==> src/hw/rtl/mfs_ram.sv <==
module mfs_ram #(
  parameter int WIDTH = 8,
  parameter int DEPTH = 64
) (
  input  logic                     clk_i,
  input  logic                     we_i,
  input  logic [$clog2(DEPTH)-1:0] waddr_i,
  input  logic [WIDTH-1:0]         wdata_i,
  input  logic                     re_i,
  input  logic [$clog2(DEPTH)-1:0] raddr_i,
  output logic [WIDTH-1:0]         rdata_o
);

  logic [WIDTH-1:0] mem_q [DEPTH];

  // write port
  always_ff @(posedge clk_i) begin
    if (we_i) begin
      mem_q[waddr_i] <= wdata_i;
    end
  end

  // registered read, held between reads
  always_ff @(posedge clk_i) begin
    if (re_i) begin
      rdata_o <= mem_q[raddr_i];
    end
  end

endmodule

==> config.mk <==
export PLATFORM = sky130hd
export DESIGN_NAME = mfs_ram
export DESIGN_NICKNAME = d
export VERILOG_FILES = /design/src/hw/rtl/mfs_ram.sv
export SDC_FILE = /design/constraint.sdc
export NUM_CORES = 1
export LEC_CHECK = 0
export ABC_AREA = 1
export BUFFER_PORTS_ARGS = -buffer_cell sky130_fd_sc_hd__buf_2
export CORE_ASPECT_RATIO = 2
export CORE_MARGIN = 2
export CORE_UTILIZATION = 35
export DETAILED_ROUTE_END_ITERATION = 12
export PLACE_DENSITY_LB_ADDON = 0.25
export SYNTH_ARGS = -nofsm -noshare
export SYNTH_HDL_FRONTEND = slang
export SYNTH_SLANG_ARGS = --single-unit
==> constraint.sdc <==
create_clock -name clk_i -period 3.95 [get_ports clk_i]
set_input_delay 0.1975 -clock clk_i [delete_from_list [all_inputs] [get_ports clk_i]]
set_output_delay 0.1975 -clock clk_i [all_outputs]
set_load 0.1 [all_outputs]
==> results_dict.tcl, run 1 <==
set metrics [dict create \
    yosysWarningCount 0 \
    p_int_mw 8.771 \
    slowest_stage "inv_1" \
    seqPwrFrac_pct 54.0 \
    period_needed_ns 2.181 \
    p_comb_share_pct 6.9 \
    fin_nets 1827 \
    synth_top_cell_by_area "edfxtp_1" \
    cts_sinks 520 \
    worstSkewPairLatency_ns 0.58 \
    gp_congestion 0.8516 \
    multi_input_area_um2 4946 \
    finClkSkew_ns 0.02663 \
    vias_per_cell 5.205 \
    synth.top_cells.by_area "edfxtp_1 (73%), nand2_1 (11%), nand3_1 (10%)" \
    die_h_um 353.9 \
    synth.cell_area_um2 21420 \
    swShare_pct 22.84 \
    max_stage_delay_ns 0.82 \
    cp_num_buf_inv 2 \
    avgRoutedWirePerCell_um 22.93 \
    yosysSeqAreaShare_pct 72.90 \
    fin_crit_sh_pct 55.21 \
    cts_buffer_depth 3 \
    required_ns 4.29 \
    synth_seq_cells 520 \
    gr-total-overflow 0 \
    grt_pass1_wl_um 88070 \
    htreeDepth 2 \
    path_clk_slew_ns 0.07 \
    layout-drive-gt1-share_pct 7.139 \
    antenna_found_initial 3 \
    cts_buffers 43 \
    power.switching_mw 2.597 \
    insertedDiodeCount 0 \
    route.vias.total 13610 \
    start_util_pct 35.29 \
    final_util_pct 38.75 \
    cts_root_buffer "clkbuf_16" \
    drtAntennaViolNets 0 \
    status "completed" \
    path_delay_family "buffers and inverters" \
    yosysTopAreaCellShare_pct 72.90 \
    io_pins 31 \
    syn_to_final_growth_pct 9.814 \
    synthDistinctLibCells 15 \
    critPathCaptureType "register" \
    drt-total-wl_um 59970 \
    cap_viol_max_count 0 \
    first_global_vias 13370 \
    dr.pass1.iters 6 \
    path_max_fanout 33 \
    syn_inst 1805 \
    powerDensity_nw_per_um2 483.3 \
    core_area_um2 60700 \
    syn_avg_cell_area_um2 11.87 \
    place_hpwl_um 37590 \
    worst_pin_slew_ns 1.328 \
    io_buffers 30 \
    clkPwrFrac_pct 39.1 \
    placed_cells 2538 \
    irDropWorstVdd_v 0.0002943 \
    rows 128 \
    setup_tns_ns 0 \
    path_class "primary input to register" \
    grt_max_degree 119 \
    path_cells "buf_2 -> inv_1 -> nand2_1 -> nand3_1 -> nand3_1 -> nand2_1" \
    start_kind "primary input" \
    cts_tree "done" \
    cts_setup_buffers 0 \
    relSlewSlack_pct 11.34 \
    syn_nets 1828 \
    fillCellCount 5701 \
    initialDrtViolationCount 1241 \
    globalRouteTotalUtil_pct 19.08 \
    power_leakage_nw 8.286 \
    drc 0 \
    hp-class "primary input to register" \
    chipWidth_um 178.9 \
    seq_area_um2 15620 \
    slew_viol_final 0 \
    rsz0062_at_grt "false" \
    stdcell_count 2615 \
    arrival_ns 2.52 \
    holdWs_ns 0.08719 \
    max_freq_mhz 458.5 \
    setup_viol 0 \
    hold_viol 0 \
    die_area_um2 63310 \
]
## flip-flops by register name (all words and copies together) (netlist names)
name and flops:
mem_q 512, rdata_o 8
## synthesized netlist by cell type
cell / n
nand3_1: 439
nand2_1: 648
edfxtp_1: 520
inv_6: 1
inv_2: 1
nand4_1: 9
buf_4: 14
clkbuf_1: 15
inv_1: 10
nor4_1: 8
buf_6: 35
buf_1: 10
buf_8: 2
buf_2: 37
nor2_1: 56
## tightest hold or removal path: stages
cell	delay, ns
buf_2	0.20
nand3_1	0.10
nand2_1	0.06
## through the flow
| step | worst slack, ns | cell area [um2] | power [mW] |
|---|---|---|---|
| floorplan | 1.986 | 21420 | 6.731 |
| global placement | 1.193 | 22070 | 7.047 |
| detailed placement | 1.212 | 22070 | 7.051 |
| CTS | 1.813 | 23520 | 11.45 |
| global route | 1.562 | 23520 | 11.67 |
| finish | 1.769 | 23520 | 11.37 |
## path summary, 6_finish.rpt
kind         cells after the start  slack [ns]                   end              startpoint
min reg2reg                      8        0.91  rdata_o[0]$_DFFE_PP_  mem_q[52][0]$_DFFE_PP_
min                              3        0.09  rdata_o[5]$_DFFE_PP_              raddr_i[5]
max                              6        1.77  rdata_o[2]$_DFFE_PP_              raddr_i[3]
max reg2reg                      8        2.22  rdata_o[0]$_DFFE_PP_  mem_q[37][0]$_DFFE_PP_
## layout make-up
cell class / instances / area share [%]
Clock buffer: 54 / 4.931
Clock inverter: 22 / 1.181
Inverter: 12 / 0.2341
Multi-Input combinational cell: 1160 / 21.03
Sequential cell: 520 / 66.39
Tap cell: 780 / 4.149
Timing Repair Buffer: 67 / 2.091
## cell usage in the layout (no fill, tap or decap), drive strengths merged
cell type    Yosys  layout
nand2          648     648
edfxtp         520     520
nand3          439     439
buf             98      65
nor2            56      56
clkbuf          15      55
inv             12      14
clkinv           0      12
nand4            9       9
nor4             8       8
bufinv           0       6
clkinvlp         0       2
dlygate4sd3      0       1
## power groups by stage
stage          logic [mW]  clock network (mW)  registers [mW]
6_report            0.784                4.45            6.13
5_1_grt             0.853                4.69            6.13
4_1_cts             0.797                4.52            6.13
3_5_place_dp        0.795                   0            6.26
3_3_place_gp        0.790                   0            6.26
2_1_floorplan       0.429                   0            6.30
## logic make-up (layout without fill, tap and decap cells)
group / after synthesis / count (layout) / share of synthesized area [%]
buffers and inverters: 125 / 155 / 4.007
flip-flops: 520 / 520 / 72.90
AND/OR/NAND/NOR: 1160 / 1160 / 23.09
## per-layer routing
| metal | GRT usage (%) | part of all wire [%] |
|---|---|---|
| met3 | 2.373 | 4.2 |
| met5 | 0 | 0.075 |
| met2 | 34.85 | 54 |
| met4 | 9.496 | 5.2 |
| met1 | 21.48 | 37 |
## timing repair
action	CTS	global route
hold buffers	1	0
resized for setup	0	0
endpoints found under the hold margin	8	0
(Power assumes the default switching activity.)
==> run 2: changes to the inputs <==
ABC_AREA = 0   (was 1)
clock period = 1.8 ns   (was 3.95 ns; I/O delays follow)
==> run 2 against run 1 <==
  * The flow now finishes with violations (setup timing)
  * Via count shrank 28%
  * Critical path depth shrank 1
  * Power grew 120%
  * Highest routed layer is now met4
  * Clock skew shrank 0.014 ns
  * Cell count shrank 27%
  * First-iteration DRC count shrank 53%
  * Clock power grew 110%
==> results_dict.tcl, run 2 <==
set metrics [dict create \
    status "finished with violations" \
    violations "setup timing" \
    first_global_vias 10600 \
    cts_sinks 520 \
    path_class "register to register" \
    seqPwrFrac_pct 54.7 \
    gp_congestion 0.7825 \
    setup_slack_ns -0.1960 \
    swShare_pct 21.75 \
    largest-register "mem_q" \
    rsz0062_at_grt "true" \
    start_util_pct 35.37 \
    rows 124 \
    globalRouteTotalUtil_pct 17.05 \
    synth-async-reset-ratio_pct 0 \
    hp-class "primary input to register" \
    placed_area_um2 22450 \
    required_ns 2.13 \
    power_leakage_nw 7.701 \
    route.vias.total 9772 \
    worstSkewPairLatency_ns 0.57 \
    power.switching_mw 5.345 \
    hold_start "wdata_i[1]" \
    path_clk_slew_ns 0.07 \
    holdWs_ns 0.006455 \
    htreeDepth 2 \
    synthDistinctLibCells 39 \
    p_int_mw 19.23 \
    synth_adder_area_share_pct 0 \
    seq_area_um2 15620 \
    final_util_pct 41.90 \
    cap_viol_max_count 0 \
    grt_max_degree 65 \
    cts_buffer_depth 3 \
    irDropWorstVdd_v 0.0006164 \
    finClkSkew_ns 0.01224 \
    io_pins 31 \
    synth_commonest_cells "edfxtp_1 (520), mux4_2 (126), nor2_1 (83)" \
    chipWidth_um 174.1 \
    drt-total-wl_um 50540 \
    setup_viol 8 \
    placed_cells 1837 \
    syn_to_final_growth_pct 18.48 \
    vias_per_cell 5.100 \
    place_ws_ns -0.4939 \
    largest_reg_flops 512 \
    synth_top_cell_by_area "edfxtp_1" \
    gr-total-overflow 0 \
    place_hpwl_um 34450 \
    holdPathStages 2 \
    fin_area_um2 23990 \
    yosysWarningCount 0 \
    yosysTopAreaCellShare_pct 77.12 \
    stdcell_count 1916 \
    start_kind "register" \
    synth-xor-area-share_pct 0 \
    core_area_um2 57250 \
    worst_r2r_path_depth 5 \
    critPathCaptureType "register" \
    drtAntennaViolNets 0 \
    min_to "mem_q[62][1]$_DFFE_PP_" \
    syn_inst 940 \
    synth.top_cells.by_area "edfxtp_1 (77%), mux4_2 (14%), nor2_1 (1.5%)" \
    fin_nets 1151 \
    arrival_ns 2.33 \
    drc 0 \
    die_area_um2 59900 \
    synth_top_family_by_area "multiplexers" \
    r2r-start "mem_q[3][2]$_DFFE_PP_" \
    synth.cell_area_um2 20250 \
    slew_viol_final 0 \
    avgRoutedWirePerCell_um 26.38 \
    grt_pass1_wl_um 73040 \
    syn_nets 963 \
    initialDrtViolationCount 579 \
    io_buffers 30 \
    multi_input_area_um2 4441 \
    synth_compound_area_share_pct 2.064 \
    period_needed_ns 1.996 \
    powerDensity_nw_per_um2 1025 \
    worst_pin_slew_ns 0.8284 \
    fin_crit_sh_pct 110.9 \
    cts_tree "done" \
    hold_viol 0 \
    die_h_um 344.1 \
    final_cell_mix "edfxtp_1 (520), buf_4 (149), mux4_2 (126)" \
    p_comb_share_pct 6.6 \
    insertedDiodeCount 0 \
    cts_setup_buffers 0 \
    syn_avg_cell_area_um2 21.54 \
    final_common_cell "edfxtp_1" \
    cts_root_buffer "clkbuf_16" \
    antenna_found_initial 0 \
    r2r_slack_ns -0.20 \
    synth_edf_count 520 \
    cts_buffers 44 \
    largestRegisters "mem_q: 512 flops, rdata_o: 8 flops" \
    clkPwrFrac_pct 38.7 \
    path_max_fanout 1 \
    fillCellCount 5000 \
    worstReg2RegEnd "rdata_o[2]$_DFFE_PP_" \
    synth_seq_cells 520 \
    synth_most_common_cell "edfxtp_1" \
    synth-simple-area-share_pct 3.374 \
    layout-drive-gt1-share_pct 35.52 \
    yosysSeqAreaShare_pct 77.12 \
    dr.pass1.iters 5 \
    synthMuxAreaShare_pct 15.88 \
    synthFlopType "edfxtp_1" \
    max_freq_mhz 501.0 \
    relSlewSlack_pct 44.77 \
]
## run 2: changes by cell type after synthesis, moves of 26 or more
cell,previous run,this run
mux4_2,0,126
nand2_1,648,19
buf_2,37,11
buf_6,35,4
nand3_1,439,13
nor2_1,56,83
## run 2: per-layer routing
layer	track usage, %	vias up	share of wire, %
met4	6.828	0	3.8
li1	-	4292	-
met1	17.78	5226	35
met5	0	-	0
met3	1.642	73	2.4
met2	34.46	181	59
## run 2: power by group through the flow
stage / clock network, mW / logic [mW] / registers (mW)
finish: 9.51 / 1.61 / 13.5
global route: 10.1 / 1.70 / 13.4
CTS: 9.73 / 1.64 / 13.4
detailed placement: 0 / 1.60 / 13.7
global placement: 0 / 1.58 / 13.7
floorplan: 0 / 0.722 / 13.8
## run 2: per-stage QoR
stage	total power [mW]	setup TNS, ns
2_1_floorplan	14.55	0
3_3_place_gp	15.30	-3.500
5_1_grt	25.27	-1.335
4_1_cts	24.82	-1.084
3_5_place_dp	15.32	-3.518
6_report	24.58	-1.057
## run 2: cell families after synthesis
kind of cell / Yosys count
DFF: 520
muxes: 162
and+or+nand+nor: 153
AOI/OAI and AO/OA: 54
buffers and inverters: 51
## run 2: worst max-delay path by stage
stage	end	startpoint	slack, ns	cells after the start
2_1_floorplan	rdata_o[7]$_DFFE_PP_	raddr_i[0]	0.004	7
3_3_place_gp	rdata_o[5]$_DFFE_PP_	raddr_i[0]	-0.49	6
3_5_place_dp	rdata_o[5]$_DFFE_PP_	raddr_i[0]	-0.49	6
4_1_cts	rdata_o[2]$_DFFE_PP_	mem_q[3][2]$_DFFE_PP_	-0.19	5
5_1_grt	rdata_o[2]$_DFFE_PP_	mem_q[3][2]$_DFFE_PP_	-0.23	5
6_report	rdata_o[2]$_DFFE_PP_	mem_q[3][2]$_DFFE_PP_	-0.20	5
## run 2: critical path, cell delays in order (launching register included)
cell	delay [ns]
edfxtp_1	0.36
mux4_2	0.54
mux4_2	0.53
nor2_4	0.15
nor3_2	0.05
o2bb2ai_1	0.13
## run 2: cell type report
type / instances / share of cell area, %
clock inverter: 27 / 1.085
timing repair buffer: 193 / 6.577
multi-input combinational: 369 / 18.51
sequential: 520 / 65.10
clock buffer: 51 / 4.788
tap: 756 / 3.943
## run 2: timing repair
action,in CTS,in global routing
pin swaps,2,1
gates resized for setup,20,5
endpoints found under the setup margin,8,8
gates cloned,0,0
endpoints found under the hold margin,8,0
hold buffers,1,0
==> run 3: changes to the inputs <==
CELL_PAD_IN_SITES_DETAIL_PLACEMENT = 1   (was not set)
CELL_PAD_IN_SITES_GLOBAL_PLACEMENT = 2   (was not set)
SETUP_SLACK_MARGIN = 0.02   (was not set)
==> run 3 against run 2 <==
  * The run still ends with setup timing left
  * Critical path depth unchanged
  * Flip-flop and latch count did not move
  * Setup slack worse by 0.038 ns
  * Register-to-register slack worse by 0.04 ns
  * Global-route usage is 1.6 points higher
  * Routed wire length rose by 7.4%
  * Critical path type unchanged
  * Largest cell class unchanged
==> results_dict.tcl, run 3 (synthesis results as in run 2) <==
set metrics [dict create \
    start_util_pct 35.37 \
    relSlewSlack_pct 29.36 \
    globalRouteTotalUtil_pct 18.61 \
    status "finished with violations" \
    rsz0062_at_grt "true" \
    rows 124 \
    design_power_total_mw 24.81 \
    finClkSkew_ns 0.02469 \
    violations "setup timing" \
    io_buffers 30 \
    initialDrtViolationCount 646 \
    irDropWorstVdd_v 0.0006572 \
    cts_sinks 520 \
    fin_nets 1169 \
    core_area_um2 57250 \
    path_class "register to register" \
    worst_pin_slew_ns 1.060 \
    r2r-start "mem_q[3][2]$_DFFE_PP_" \
    r2r_slack_ns -0.23 \
    vias_per_cell 5.106 \
    start_kind "register" \
    die_area_um2 59900 \
    critPathLaunch "mem_q[3][2]$_DFFE_PP_" \
    worstSkewPairLatency_ns 0.59 \
    chipWidth_um 174.1 \
    route.vias.total 9886 \
    die_h_um 344.1 \
    grt_pass1_wl_um 79100 \
    final_common_cell "edfxtp_1" \
    insertedDiodeCount 0 \
    dr.pass1.iters 4 \
    worstReg2RegEnd "rdata_o[2]$_DFFE_PP_" \
    syn_to_final_growth_pct 19.37 \
    required_ns 2.12 \
    power_leakage_nw 7.818 \
    largestRegisters "mem_q: 512 flops, rdata_o: 8 flops" \
    fin_crit_sh_pct 113.0 \
    cts_tree "done" \
    first_global_vias 11070 \
    critPathCaptureType "register" \
    hp-class "primary input to register" \
    setup_viol 8 \
    cts_buffers 45 \
    path_clk_slew_ns 0.07 \
    cts_buffer_depth 3 \
    place_hpwl_um 38740 \
    fillCellCount 5368 \
    io_pins 31 \
    drc 0 \
    final_cell_mix "edfxtp_1 (520), buf_4 (166), mux4_2 (126)" \
    worst_r2r_path_depth 5 \
    largest-register "mem_q" \
    slew_viol_final 0 \
    multi_input_area_um2 4469 \
    cap_viol_max_count 0 \
    largest_reg_flops 512 \
    gr-total-overflow 0 \
    setup_slack_ns -0.2340 \
    path_max_fanout 1 \
    hold_viol 0 \
    arrival_ns 2.36 \
    gp_congestion 0.7712 \
    cts_setup_buffers 0 \
    place_ws_ns -1.010 \
    drt-total-wl_um 54260 \
    htreeDepth 2 \
    seq_area_um2 15620 \
    cts_root_buffer "clkbuf_16" \
    layout-drive-gt1-share_pct 36.69 \
    crit_end "rdata_o[2]$_DFFE_PP_" \
    drtAntennaViolNets 0 \
    avgRoutedWirePerCell_um 28.03 \
    powerDensity_nw_per_um2 1027 \
    antenna_found_initial 2 \
    grt_max_degree 65 \
    max_freq_mhz 491.6 \
    period_needed_ns 2.034 \
]
-- run 3: cell count changes in the layout (fill, tap and decap cells not counted), sizes merged --
cell	change
buf	+17
clkbuf	-2
clkinv	+10
clkinvlp	-4
inv	-1
-- run 3: layout make-up --
| class | count | area share (%) |
|---|---|---|
| Tap cell | 756 | 3.914 |
| Clock buffer | 49 | 4.897 |
| Multi-Input combinational cell | 369 | 18.49 |
| Clock inverter | 32 | 1.035 |
| Timing Repair Buffer | 210 | 7.056 |
| Sequential cell | 520 | 64.61 |
-- run 3: what timing repair did --
item / in CTS / in global routing
resized for setup: 23 / 2
endpoints found under the setup margin: 8 / 8
hold endpoints to repair: 8 / 0
hold buffers: 1 / 0
pin swaps: 5 / 0
-- run 3: power by group --
| part | internal [mW] | leakage, nW | switching, mW |
|---|---|---|---|
| logic | 0.655 | 2.42 | 1.01 |
| registers | 13.4 | 4.69 | 0.0376 |
| clock network | 5.32 | 0.716 | 4.37 |
| total | 19.4 | 7.82 | 5.42 |
-- run 3: worst max-delay path, cell delays in order (launching register included) --
cell	delay, ns
edfxtp_1	0.37
mux4_2	0.54
mux4_2	0.51
nor2_4	0.16
nor3_2	0.06
o2bb2ai_1	0.14
-- run 3: worst min path at each step --
stage / start / endpoint / slack (ns) / depth (start not counted)
6_report: wdata_i[7] / mem_q[8][7]$_DFFE_PP_ / 0.05 / 1
3_3_place_gp: re_i / rdata_o[1]$_DFFE_PP_ / 0.50 / 1
4_1_cts: wdata_i[7] / mem_q[40][7]$_DFFE_PP_ / 0.03 / 1
2_1_floorplan: wdata_i[0] / mem_q[0][0]$_DFFE_PP_ / 0.19 / 0
5_1_grt: wdata_i[7] / mem_q[43][7]$_DFFE_PP_ / 0.07 / 1
3_5_place_dp: re_i / rdata_o[4]$_DFFE_PP_ / 0.49 / 1
-- run 3: per-stage QoR --
stage                     cells  setup TNS, ns  hold slack (ns)  util (%)  area (um2)
final                      1936         -1.181          0.05292     42.22       24170
after global routing       1936         -1.647          0.07345     42.22       24170
after CTS                  1936         -1.421          0.03137     42.20       24160
after detailed placement   1854         -4.883           0.4946     39.49       22610
after global placement     1854         -4.851           0.4967     39.49       22610
after floorplan             940              0           0.1889         -       20310
-- run 3: routing by layer --
layer / vias up / track usage, % / share of wire [%]
li1: 4341 / - / -
met1: 5309 / 19.29 / 35
met3: 80 / 1.907 / 2.6
met2: 152 / 37.92 / 59
met4: 4 / 6.845 / 3.4
met5: - / 0 / 0.061
